==> config.mk <==
export PLATFORM = sky130hd
export DESIGN_NAME = iq_am_fm_demodulator_unit
export DESIGN_NICKNAME = d
export VERILOG_FILES = /design/src/hw/rtl/iqafd_pkg.sv /design/src/hw/rtl/iqafd_mac.sv /design/src/hw/rtl/iqafd_isqrt.sv /design/src/hw/rtl/iqafd_cordic.sv /design/src/hw/rtl/iq_am_fm_demodulator_unit.sv
export SDC_FILE = /design/constraint.sdc
export NUM_CORES = 2
export LEC_CHECK = 0
export ABC_AREA = 1
export ABC_CLOCK_PERIOD_IN_PS = 16149
export BUFFER_PORTS_ARGS = -buffer_cell sky130_fd_sc_hd__buf_2
export CAP_MARGIN = 0
export CORE_AREA = 2 2 329 331
export DETAILED_ROUTE_END_ITERATION = 10
export DIE_AREA = 0 0 331 333
export PLACE_DENSITY = 0.68
export SYNTH_ARGS = -nofsm -noshare
export SYNTH_HDL_FRONTEND = slang
export SYNTH_HIERARCHICAL = 1
export SYNTH_SLANG_ARGS = --single-unit
export TNS_END_PERCENT = 5
==> constraint.sdc <==
create_clock -name clk -period 16.15 [get_ports clk]
set_input_delay 2.4225 -clock clk [delete_from_list [all_inputs] [get_ports clk]]
set_output_delay 2.4225 -clock clk [all_outputs]
set_load 0.005 [all_outputs]
==> src/hw/rtl/iqafd_pkg.sv <==
`default_nettype none
// ----------------------------------------------------------------------------
// iqafd_pkg
// Shared widths, filter coefficients, cordic angle table and multiply-
// accumulate request type for the I/Q AM/FM demodulator.
// ----------------------------------------------------------------------------
package iqafd_pkg;

    // field widths
    localparam int IQ_W        = 8;
    localparam int AUDIO_W     = 16;
    localparam int SMOOTH_W    = 18;
    localparam int PHASE_W     = 16;

    // multiply-accumulate datapath
    localparam int MAC_A_W     = 18;
    localparam int MAC_B_W     = 17;
    localparam int MAC_ACC_W   = 36;
    localparam int FRAC_BITS   = 15;
    localparam int ROUND_BIAS  = 16384;

    // filter and discriminator coefficients, Q.15
    localparam int COEF_OLD    = 29491;
    localparam int COEF_NEW    = 3277;
    localparam int HALF_PI_Q15 = 51472;

    // square root unit
    localparam int SQRT_IN_W   = 32;
    localparam int SQRT_OUT_W  = 16;

    // cordic unit
    localparam int CORDIC_XY_W          = 27;
    localparam int CORDIC_Z_W           = 33;
    localparam int CORDIC_PRESHIFT      = 16;
    localparam int ATAN_W               = 30;
    localparam int ATAN_TABLE_LEN       = 24;
    localparam int STEP_W               = 5;
    localparam int CORDIC_STEPS_DEFAULT = 16;

    // operations of the shared multiply-accumulate unit
    typedef enum logic [1:0] {
        MAC_IDLE,
        MAC_LOAD,
        MAC_LOAD_RND,
        MAC_ACC
    } mac_op_t;

    typedef struct packed {
        mac_op_t                    op;
        logic signed [MAC_A_W-1:0]  a;
        logic signed [MAC_B_W-1:0]  b;
    } mac_req_t;

    // atan(2^-k) as a binary angle, 2^32 units per turn
    function automatic logic [ATAN_W-1:0] atan_angle(input logic [STEP_W-1:0] k);
        logic [ATAN_W-1:0] ang;
        case (k)
            5'd0:    ang = 30'd536870912;
            5'd1:    ang = 30'd316933406;
            5'd2:    ang = 30'd167458907;
            5'd3:    ang = 30'd85004756;
            5'd4:    ang = 30'd42667331;
            5'd5:    ang = 30'd21354465;
            5'd6:    ang = 30'd10679838;
            5'd7:    ang = 30'd5340245;
            5'd8:    ang = 30'd2670163;
            5'd9:    ang = 30'd1335087;
            5'd10:   ang = 30'd667544;
            5'd11:   ang = 30'd333772;
            5'd12:   ang = 30'd166886;
            5'd13:   ang = 30'd83443;
            5'd14:   ang = 30'd41722;
            5'd15:   ang = 30'd20861;
            5'd16:   ang = 30'd10430;
            5'd17:   ang = 30'd5215;
            5'd18:   ang = 30'd2608;
            5'd19:   ang = 30'd1304;
            5'd20:   ang = 30'd652;
            5'd21:   ang = 30'd326;
            5'd22:   ang = 30'd163;
            5'd23:   ang = 30'd81;
            default: ang = '0;
        endcase
        return ang;
    endfunction

endpackage
`default_nettype wire

==> src/hw/rtl/iqafd_mac.sv <==
`default_nettype none
// ----------------------------------------------------------------------------
// iqafd_mac
// Shared multiply-accumulate unit: one signed multiplier feeding a
// registered accumulator, optionally preloaded with the Q.15 rounding bias.
// ----------------------------------------------------------------------------
module iqafd_mac (
    input  wire logic                                   clk,
    input  wire logic                                   rst_n,
    input  wire iqafd_pkg::mac_req_t                    req,
    output logic signed [iqafd_pkg::MAC_ACC_W-1:0]      acc
);

    localparam int PROD_W = iqafd_pkg::MAC_A_W + iqafd_pkg::MAC_B_W;

    logic signed [PROD_W-1:0]                   prod;
    logic signed [iqafd_pkg::MAC_ACC_W-1:0]     prod_ext;
    logic signed [iqafd_pkg::MAC_ACC_W-1:0]     acc_reg;
    logic signed [iqafd_pkg::MAC_ACC_W-1:0]     acc_next;

    // single multiplier
    assign prod     = req.a * req.b;
    assign prod_ext = {{(iqafd_pkg::MAC_ACC_W-PROD_W){prod[PROD_W-1]}}, prod};

    // accumulator update
    always_comb
    begin
        case (req.op)
            iqafd_pkg::MAC_LOAD:
                acc_next = prod_ext;
            iqafd_pkg::MAC_LOAD_RND:
                acc_next = prod_ext
                         + iqafd_pkg::MAC_ACC_W'(iqafd_pkg::ROUND_BIAS);
            iqafd_pkg::MAC_ACC:
                acc_next = acc_reg + prod_ext;
            default:
                acc_next = acc_reg;
        endcase
    end

    always_ff @(posedge clk or negedge rst_n)
    begin
        if (!rst_n)
        begin
            acc_reg <= '0;
        end
        else
        begin
            acc_reg <= acc_next;
        end
    end

    assign acc = acc_reg;

endmodule
`default_nettype wire

==> src/hw/rtl/iqafd_isqrt.sv <==
`default_nettype none
// ----------------------------------------------------------------------------
// iqafd_isqrt
// Digit-by-digit integer square root, one result bit per cycle, giving
// floor(sqrt(value)) of a 32-bit operand.
// ----------------------------------------------------------------------------
module iqafd_isqrt (
    input  wire logic                                   clk,
    input  wire logic                                   rst_n,
    input  wire logic                                   start,
    input  wire logic [iqafd_pkg::SQRT_IN_W-1:0]        operand,
    output logic                                        done,
    output logic [iqafd_pkg::SQRT_OUT_W-1:0]            root
);

    localparam int W = iqafd_pkg::SQRT_IN_W;

    logic           run_reg;
    logic           run_next;
    logic           done_reg;
    logic           done_next;
    logic [W-1:0]   rem_reg;
    logic [W-1:0]   rem_next;
    logic [W-1:0]   r_reg;
    logic [W-1:0]   r_next;
    logic [W-1:0]   bit_reg;
    logic [W-1:0]   bit_next;
    logic [W:0]     trial;

    assign trial = {1'b0, r_reg} + {1'b0, bit_reg};

    // one root bit per cycle
    always_comb
    begin
        run_next  = run_reg;
        done_next = 1'b0;
        rem_next  = rem_reg;
        r_next    = r_reg;
        bit_next  = bit_reg;
        if (start)
        begin
            run_next = 1'b1;
            rem_next = operand;
            r_next   = '0;
            bit_next = W'(1) << (W - 2);
        end
        else if (run_reg)
        begin
            if ({1'b0, rem_reg} >= trial)
            begin
                rem_next = W'({1'b0, rem_reg} - trial);
                r_next   = (r_reg >> 1) + bit_reg;
            end
            else
            begin
                r_next = r_reg >> 1;
            end
            bit_next = bit_reg >> 2;
            if (bit_reg[0])
            begin
                run_next  = 1'b0;
                done_next = 1'b1;
            end
        end
    end

    always_ff @(posedge clk or negedge rst_n)
    begin
        if (!rst_n)
        begin
            run_reg  <= 1'b0;
            done_reg <= 1'b0;
            rem_reg  <= '0;
            r_reg    <= '0;
            bit_reg  <= '0;
        end
        else
        begin
            run_reg  <= run_next;
            done_reg <= done_next;
            rem_reg  <= rem_next;
            r_reg    <= r_next;
            bit_reg  <= bit_next;
        end
    end

    assign done = done_reg;
    assign root = r_reg[iqafd_pkg::SQRT_OUT_W-1:0];

endmodule
`default_nettype wire

==> src/hw/rtl/iqafd_cordic.sv <==
`default_nettype none
// ----------------------------------------------------------------------------
// iqafd_cordic
// Vectoring cordic, one micro-rotation per cycle, returning the phase of
// an I/Q pair as a 16-bit binary angle (65536 units per turn).
// ----------------------------------------------------------------------------
module iqafd_cordic #(
    parameter int STEPS = iqafd_pkg::CORDIC_STEPS_DEFAULT
) (
    input  wire logic                                   clk,
    input  wire logic                                   rst_n,
    input  wire logic                                   start,
    input  wire logic signed [iqafd_pkg::IQ_W-1:0]      x_in,
    input  wire logic signed [iqafd_pkg::IQ_W-1:0]      y_in,
    output logic                                        done,
    output logic [iqafd_pkg::PHASE_W-1:0]               phase
);

    localparam int XY_W      = iqafd_pkg::CORDIC_XY_W;
    localparam int Z_W       = iqafd_pkg::CORDIC_Z_W;
    localparam int PW        = iqafd_pkg::PHASE_W;
    localparam int RUN_STEPS = (STEPS < iqafd_pkg::ATAN_TABLE_LEN) ? STEPS
                                                                   : iqafd_pkg::ATAN_TABLE_LEN;
    localparam logic [iqafd_pkg::STEP_W-1:0] LAST_STEP = iqafd_pkg::STEP_W'(RUN_STEPS - 1);

    logic                               run_reg;
    logic                               run_next;
    logic                               done_reg;
    logic                               done_next;
    logic                               zero_reg;
    logic                               zero_next;
    logic [iqafd_pkg::STEP_W-1:0]       k_reg;
    logic [iqafd_pkg::STEP_W-1:0]       k_next;
    logic signed [XY_W-1:0]             x_reg;
    logic signed [XY_W-1:0]             x_next;
    logic signed [XY_W-1:0]             y_reg;
    logic signed [XY_W-1:0]             y_next;
    logic signed [Z_W-1:0]              z_reg;
    logic signed [Z_W-1:0]              z_next;
    logic [PW-1:0]                      phase_reg;
    logic [PW-1:0]                      phase_next;
    logic signed [XY_W-1:0]             x_load;
    logic signed [XY_W-1:0]             y_load;
    logic signed [XY_W-1:0]             dx;
    logic signed [XY_W-1:0]             dy;
    logic signed [Z_W-1:0]              ang;
    logic signed [Z_W-1:0]              z_round;

    // inputs scaled by 2^16
    assign x_load = {{(XY_W-iqafd_pkg::IQ_W-iqafd_pkg::CORDIC_PRESHIFT){x_in[iqafd_pkg::IQ_W-1]}},
                     x_in, {iqafd_pkg::CORDIC_PRESHIFT{1'b0}}};
    assign y_load = {{(XY_W-iqafd_pkg::IQ_W-iqafd_pkg::CORDIC_PRESHIFT){y_in[iqafd_pkg::IQ_W-1]}},
                     y_in, {iqafd_pkg::CORDIC_PRESHIFT{1'b0}}};

    // shared shifters and angle lookup for the current step
    assign dx  = y_reg >>> k_reg;
    assign dy  = x_reg >>> k_reg;
    assign ang = $signed({{(Z_W-iqafd_pkg::ATAN_W){1'b0}}, iqafd_pkg::atan_angle(k_reg)});

    // round the 32-bit angle to 16 bits
    assign z_round = z_next + Z_W'(1 << (PW - 1));

    always_comb
    begin
        run_next   = run_reg;
        done_next  = 1'b0;
        zero_next  = zero_reg;
        k_next     = k_reg;
        x_next     = x_reg;
        y_next     = y_reg;
        z_next     = z_reg;
        phase_next = phase_reg;
        if (start)
        begin
            run_next  = 1'b1;
            zero_next = (x_in == '0) && (y_in == '0);
            k_next    = '0;
            // left half plane: rotate by pi first
            if (x_in[iqafd_pkg::IQ_W-1])
            begin
                x_next = -x_load;
                y_next = -y_load;
                z_next = Z_W'(64'd1 << (2 * PW - 1));
            end
            else
            begin
                x_next = x_load;
                y_next = y_load;
                z_next = '0;
            end
        end
        else if (run_reg)
        begin
            if (!y_reg[XY_W-1])
            begin
                x_next = x_reg + dx;
                y_next = y_reg - dy;
                z_next = z_reg + ang;
            end
            else
            begin
                x_next = x_reg - dx;
                y_next = y_reg + dy;
                z_next = z_reg - ang;
            end
            k_next = k_reg + 1'b1;
            if (k_reg == LAST_STEP)
            begin
                run_next   = 1'b0;
                done_next  = 1'b1;
                // zero vector has phase zero
                phase_next = zero_reg ? '0 : z_round[2*PW-1:PW];
            end
        end
    end

    always_ff @(posedge clk or negedge rst_n)
    begin
        if (!rst_n)
        begin
            run_reg   <= 1'b0;
            done_reg  <= 1'b0;
            zero_reg  <= 1'b0;
            k_reg     <= '0;
            x_reg     <= '0;
            y_reg     <= '0;
            z_reg     <= '0;
            phase_reg <= '0;
        end
        else
        begin
            run_reg   <= run_next;
            done_reg  <= done_next;
            zero_reg  <= zero_next;
            k_reg     <= k_next;
            x_reg     <= x_next;
            y_reg     <= y_next;
            z_reg     <= z_next;
            phase_reg <= phase_next;
        end
    end

    assign done  = done_reg;
    assign phase = phase_reg;

endmodule
`default_nettype wire

==> src/hw/rtl/iq_am_fm_demodulator_unit.sv <==
`default_nettype none
// ----------------------------------------------------------------------------
// iq_am_fm_demodulator_unit
// AM envelope / FM phase discriminator demodulator for 8-bit I/Q pairs,
// producing one saturated Q1.15 audio item per input item.
// ----------------------------------------------------------------------------
// The block takes one I/Q item at a time and holds in_stall high until its
// audio item has been computed. In FM mode (mode bit written as 1) the cordic
// unit first runs CORDIC_STEPS micro-rotations, but never more than 24,
// followed by one discriminator multiply, two filter multiply-accumulates
// on the shared multiplier and the output update. In AM mode the steps are
// two multiplies for I^2 + Q^2, a square root start step, the bit-serial
// square root, then the two filter steps and the output update. in_stall
// drops as the audio item is registered, so a new input item is taken only
// once the block is through with the last one.
// A finished audio item sits in an output register, so the next input item is
// taken while it waits; a new result is held back only while that register
// is still full. block_start clears the stored phase in either mode. There is
// no clearing pass after reset.
// ----------------------------------------------------------------------------
module iq_am_fm_demodulator_unit #(
    parameter int CORDIC_STEPS = iqafd_pkg::CORDIC_STEPS_DEFAULT
) (
    input  wire logic                                   clk,
    input  wire logic                                   rst_n,
    // configuration
    input  wire logic                                   cfg_wr_en,
    input  wire logic                                   cfg_wr_data,
    // input items
    input  wire logic                                   in_valid,
    output logic                                        in_stall,
    input  wire logic signed [iqafd_pkg::IQ_W-1:0]      in_phase,
    input  wire logic signed [iqafd_pkg::IQ_W-1:0]      quadrature,
    input  wire logic                                   block_start,
    // output items
    output logic                                        out_valid,
    input  wire logic                                   out_stall,
    output logic signed [iqafd_pkg::AUDIO_W-1:0]        audio
);

    localparam int SW = iqafd_pkg::SMOOTH_W;
    localparam int AW = iqafd_pkg::AUDIO_W;
    localparam int PW = iqafd_pkg::PHASE_W;
    localparam int BW = iqafd_pkg::MAC_B_W;

    typedef enum logic [3:0] {
        ST_IDLE,
        ST_SQ_I,
        ST_SQ_Q,
        ST_SQRT_GO,
        ST_SQRT_RUN,
        ST_CORDIC_RUN,
        ST_HALF,
        ST_LP_OLD,
        ST_LP_NEW,
        ST_FINISH
    } state_t;

    state_t                             state_reg;
    state_t                             state_next;
    logic                               mode_reg;
    logic                               mode_next;
    logic signed [iqafd_pkg::IQ_W-1:0]  i_reg;
    logic signed [iqafd_pkg::IQ_W-1:0]  i_next;
    logic signed [iqafd_pkg::IQ_W-1:0]  q_reg;
    logic signed [iqafd_pkg::IQ_W-1:0]  q_next;
    logic [PW-1:0]                      prev_phase_reg;
    logic [PW-1:0]                      prev_phase_next;
    logic signed [SW-1:0]               am_smooth_reg;
    logic signed [SW-1:0]               am_smooth_next;
    logic signed [SW-1:0]               fm_smooth_reg;
    logic signed [SW-1:0]               fm_smooth_next;
    logic signed [SW-1:0]               new_val_reg;
    logic signed [SW-1:0]               new_val_next;
    logic                               out_valid_reg;
    logic                               out_valid_next;
    logic signed [AW-1:0]               audio_reg;
    logic signed [AW-1:0]               audio_next;

    logic                               in_fire;
    logic                               out_free;
    iqafd_pkg::mac_req_t                mac_req;
    logic signed [iqafd_pkg::MAC_ACC_W-1:0] mac_acc;
    logic signed [SW-1:0]               acc_q15;
    logic                               sqrt_start;
    logic [iqafd_pkg::SQRT_IN_W-1:0]    sqrt_operand;
    logic                               sqrt_done;
    logic [iqafd_pkg::SQRT_OUT_W-1:0]   sqrt_root;
    logic                               cordic_start;
    logic                               cordic_done;
    logic [PW-1:0]                      cordic_phase;
    logic [PW-1:0]                      phase_step;
    logic signed [AW+3:0]               am_scaled;
    logic signed [AW-1:0]               am_audio;
    logic signed [AW-1:0]               fm_audio;

    // handshake
    assign in_stall  = (state_reg != ST_IDLE);
    assign in_fire   = in_valid && !in_stall;
    assign out_free  = !out_valid_reg || !out_stall;
    assign out_valid = out_valid_reg;
    assign audio     = audio_reg;

    // shared multiply-accumulate
    iqafd_mac u_mac (
        .clk   (clk),
        .rst_n (rst_n),
        .req   (mac_req),
        .acc   (mac_acc)
    );

    // accumulator scaled back to Q.15 with floor
    assign acc_q15 = mac_acc[iqafd_pkg::FRAC_BITS+SW-1:iqafd_pkg::FRAC_BITS];

    // envelope square root of (I^2 + Q^2) << 16
    assign sqrt_start   = (state_reg == ST_SQRT_GO);
    assign sqrt_operand = {mac_acc[iqafd_pkg::SQRT_IN_W-iqafd_pkg::SQRT_OUT_W-1:0],
                           {iqafd_pkg::SQRT_OUT_W{1'b0}}};

    iqafd_isqrt u_isqrt (
        .clk     (clk),
        .rst_n   (rst_n),
        .start   (sqrt_start),
        .operand (sqrt_operand),
        .done    (sqrt_done),
        .root    (sqrt_root)
    );

    // phase of the I/Q pair
    assign cordic_start = in_fire && mode_reg;

    iqafd_cordic #(
        .STEPS (CORDIC_STEPS)
    ) u_cordic (
        .clk   (clk),
        .rst_n (rst_n),
        .start (cordic_start),
        .x_in  (in_phase),
        .y_in  (quadrature),
        .done  (cordic_done),
        .phase (cordic_phase)
    );

    // wrapped phase step
    assign phase_step = cordic_phase - prev_phase_reg;

    // multiplier operands per step
    always_comb
    begin
        mac_req.op = iqafd_pkg::MAC_IDLE;
        mac_req.a  = '0;
        mac_req.b  = '0;
        case (state_reg)
            ST_SQ_I:
            begin
                mac_req.op = iqafd_pkg::MAC_LOAD;
                mac_req.a  = iqafd_pkg::MAC_A_W'(i_reg);
                mac_req.b  = BW'(i_reg);
            end
            ST_SQ_Q:
            begin
                mac_req.op = iqafd_pkg::MAC_ACC;
                mac_req.a  = iqafd_pkg::MAC_A_W'(q_reg);
                mac_req.b  = BW'(q_reg);
            end
            ST_HALF:
            begin
                mac_req.op = iqafd_pkg::MAC_LOAD_RND;
                mac_req.a  = iqafd_pkg::MAC_A_W'($signed(phase_step));
                mac_req.b  = BW'(iqafd_pkg::HALF_PI_Q15);
            end
            ST_LP_OLD:
            begin
                mac_req.op = iqafd_pkg::MAC_LOAD_RND;
                mac_req.a  = mode_reg ? fm_smooth_reg : am_smooth_reg;
                mac_req.b  = BW'(iqafd_pkg::COEF_OLD);
            end
            ST_LP_NEW:
            begin
                mac_req.op = iqafd_pkg::MAC_ACC;
                mac_req.a  = new_val_reg;
                mac_req.b  = BW'(iqafd_pkg::COEF_NEW);
            end
            default:
            begin
                mac_req.op = iqafd_pkg::MAC_IDLE;
            end
        endcase
    end

    // output mapping and saturation
    assign am_scaled = {{2{acc_q15[SW-1]}}, acc_q15[SW-2:0], 1'b0}
                     - (AW+4)'(1 << (AW - 1));

    always_comb
    begin
        if (am_scaled > (AW+4)'(32767))
        begin
            am_audio = AW'(32767);
        end
        else if (am_scaled < -(AW+4)'(32768))
        begin
            am_audio = -AW'(32768);
        end
        else
        begin
            am_audio = am_scaled[AW-1:0];
        end

        if (acc_q15 > SW'(32767))
        begin
            fm_audio = AW'(32767);
        end
        else if (acc_q15 < -SW'(32768))
        begin
            fm_audio = -AW'(32768);
        end
        else
        begin
            fm_audio = acc_q15[AW-1:0];
        end
    end

    // sequencer
    always_comb
    begin
        state_next      = state_reg;
        mode_next       = mode_reg;
        i_next          = i_reg;
        q_next          = q_reg;
        prev_phase_next = prev_phase_reg;
        am_smooth_next  = am_smooth_reg;
        fm_smooth_next  = fm_smooth_reg;
        new_val_next    = new_val_reg;
        out_valid_next  = out_valid_reg;
        audio_next      = audio_reg;

        if (cfg_wr_en)
        begin
            mode_next = cfg_wr_data;
        end

        if (out_valid_reg && !out_stall)
        begin
            out_valid_next = 1'b0;
        end

        case (state_reg)
            ST_IDLE:
            begin
                if (in_fire)
                begin
                    i_next = in_phase;
                    q_next = quadrature;
                    if (block_start)
                    begin
                        prev_phase_next = '0;
                    end
                    state_next = mode_reg ? ST_CORDIC_RUN : ST_SQ_I;
                end
            end
            ST_SQ_I:
            begin
                state_next = ST_SQ_Q;
            end
            ST_SQ_Q:
            begin
                state_next = ST_SQRT_GO;
            end
            ST_SQRT_GO:
            begin
                state_next = ST_SQRT_RUN;
            end
            ST_SQRT_RUN:
            begin
                if (sqrt_done)
                begin
                    new_val_next = SW'(sqrt_root);
                    state_next   = ST_LP_OLD;
                end
            end
            ST_CORDIC_RUN:
            begin
                if (cordic_done)
                begin
                    state_next = ST_HALF;
                end
            end
            ST_HALF:
            begin
                state_next = ST_LP_OLD;
            end
            ST_LP_OLD:
            begin
                // phase step scaled by pi/2 is in the accumulator now
                if (mode_reg)
                begin
                    new_val_next = acc_q15;
                end
                state_next = ST_LP_NEW;
            end
            ST_LP_NEW:
            begin
                state_next = ST_FINISH;
            end
            ST_FINISH:
            begin
                if (out_free)
                begin
                    out_valid_next = 1'b1;
                    if (mode_reg)
                    begin
                        fm_smooth_next  = acc_q15;
                        prev_phase_next = cordic_phase;
                        audio_next      = fm_audio;
                    end
                    else
                    begin
                        am_smooth_next = acc_q15;
                        audio_next     = am_audio;
                    end
                    state_next = ST_IDLE;
                end
            end
            default:
            begin
                state_next = ST_IDLE;
            end
        endcase
    end

    always_ff @(posedge clk or negedge rst_n)
    begin
        if (!rst_n)
        begin
            state_reg      <= ST_IDLE;
            mode_reg       <= 1'b0;
            prev_phase_reg <= '0;
            am_smooth_reg  <= '0;
            fm_smooth_reg  <= '0;
            out_valid_reg  <= 1'b0;
        end
        else
        begin
            state_reg      <= state_next;
            mode_reg       <= mode_next;
            prev_phase_reg <= prev_phase_next;
            am_smooth_reg  <= am_smooth_next;
            fm_smooth_reg  <= fm_smooth_next;
            out_valid_reg  <= out_valid_next;
        end
    end

    // payload registers
    always_ff @(posedge clk)
    begin
        i_reg       <= i_next;
        q_reg       <= q_next;
        new_val_reg <= new_val_next;
        audio_reg   <= audio_next;
    end

endmodule
`default_nettype wire
==> flow_metrics.tcl <==
set metrics [dict create \
    slowest_delay_ps 990 \
    crit_slowest_cell "dfrtp_1" \
    diodes 0 \
    rsz0062_at_grt "no" \
    htreeDepth 2 \
    dpl_cell_area_sq_um 47800 \
    wl_per_cell_um 17.7 \
    avgSynthCellArea_sq_um 6.51 \
    synth_area_sq_um 46700 \
    ctsHoldBuffers 0 \
    worstPathRequired_ps 16680 \
    setup_viol 0 \
    row_count 120 \
    grt_max_degree 77 \
    r2r-start "mode_reg" \
    crit_type "flop to flop" \
    core_area_sq_um 107000 \
    post-cts-setup-buffers 0 \
    path_common_cell "nand2_1" \
    dp_hpwl_um 119000 \
    viasPerCell 5.39 \
    largest_reg_flops 33 \
    cts_resized 0 \
    cts_tree "yes" \
    endpoint_kind "flop" \
    areaGrowthSynthToFinish_pct 5.78 \
    crit_family "adder cells" \
    fin_ws_ps 6100 \
    crit_arrival_ps 10570 \
    die_w_um 331 \
    holdCritPathClass "flop to flop" \
    fin_crit_ps 10050 \
    clk_latency_ps 630 \
    ant_nets 0 \
    cts.sinks 333 \
    hold_viol 0 \
    dr.first_iter.drc_count 3863 \
    critical_path_buf_inv_count 6 \
    hp-start "u_isqrt/rem_reg[0]" \
    postLayoutCellArea_sq_um 49400 \
    pre_cts_slack_ps 6340 \
    finalSetupTns_ps 0 \
    path_clk_slew_ps 60 \
    fin_crit_sh_pct 62.2 \
    cts_buffers 45 \
    initial_core_util_pct 43.8 \
    via_count 45900 \
    io_buffers 40 \
    wl_um 151000 \
    die-area_sq_um 110000 \
    track_usage_pct 27.3 \
    hold_ws_ps 473 \
    antenna_found_initial 2 \
    maxSlewHeadroom_pct 27.8 \
    cp_max_fo 25 \
    grt_pass1_vias 44500 \
    final_common_cell "nand2_1" \
    place.gp.congestion 0.997 \
    ys_warn_count 6 \
    grt_pass1_wl_um 239000 \
    finalNetCount 7708 \
    die-height_um 333 \
    io_pins 41 \
    cp-start-kind "flop" \
    mostFrequentLayoutCells "nand2_1, inv_1, nand3_1" \
    outcome "complete, no violations" \
    syn_inst 7176 \
    ctsLongestPathBuffers 3 \
    drt-pass1-iter-count 9 \
    worstMarginPinSlew_ps 1080 \
    root_buffer "clkbuf_16" \
    overflow 0 \
    slew_violations 0 \
    max_cap_viol_count 0 \
    drc 0 \
    startpoint "mode_reg" \
    fin_worst_skew_ps 18.9 \
    max_freq_mhz 99.5 \
    layout-drive-gt1-share_pct 4.80 \
]
## worst register-to-register path: cells and delay by family, from the launching register on
kind            cells  cell delay [ps]
fa+ha+maj           8             3810
flops               1              990
compound gates      6             1480
buf+inv             6              820
xor+xnor            1              320
simple gates       15             2540
## path summary, 6_finish.rpt
check	endpoint	cells past startpoint	slack, ps
max	u_mac/acc[27]	36	6100
min	u_isqrt/rem_reg[0]	2	470
max reg2reg	u_mac/acc[27]	36	6100
min reg2reg	u_isqrt/rem_reg[0]	2	470
max in group asynchronous	u_cordic/k_reg[0]	4	11530
min in group asynchronous	u_mac/acc[31]	1	1680
## through the flow
| step | cells | utilization [%] |
|---|---|---|
| finish | 8510 | 46.3 |
| global route | 8510 | 46.3 |
| CTS | 8510 | 46.3 |
| detailed placement | 8427 | 44.8 |
| global placement | 8427 | 44.8 |
| floorplan | 7191 | - |
## layout make-up
type | instances | area, sq um
Fill cell | 11200 | 57200
Multi-Input combinational cell | 5362 | 32200
Sequential cell | 333 | 8590
Inverter | 1246 | 4690
Tap cell | 1403 | 1760
Clock buffer | 55 | 1210
Timing Repair Buffer | 83 | 533
Clock inverter | 28 | 385
## metal layers
metal	part of all wire [%]	track usage (%)	vias to the layer above	routed length, um
met5	0.0080	0	-	12
met4	3.5	9.38	2	5320
met3	7.2	3.55	282	10800
met2	47	45.3	1663	70300
met1	43	36.4	21600	64400
li1	-	-	22300	-
Power is not shown: default switching activity piles up to over one toggle a cycle in this logic, so the estimate is an artifact.
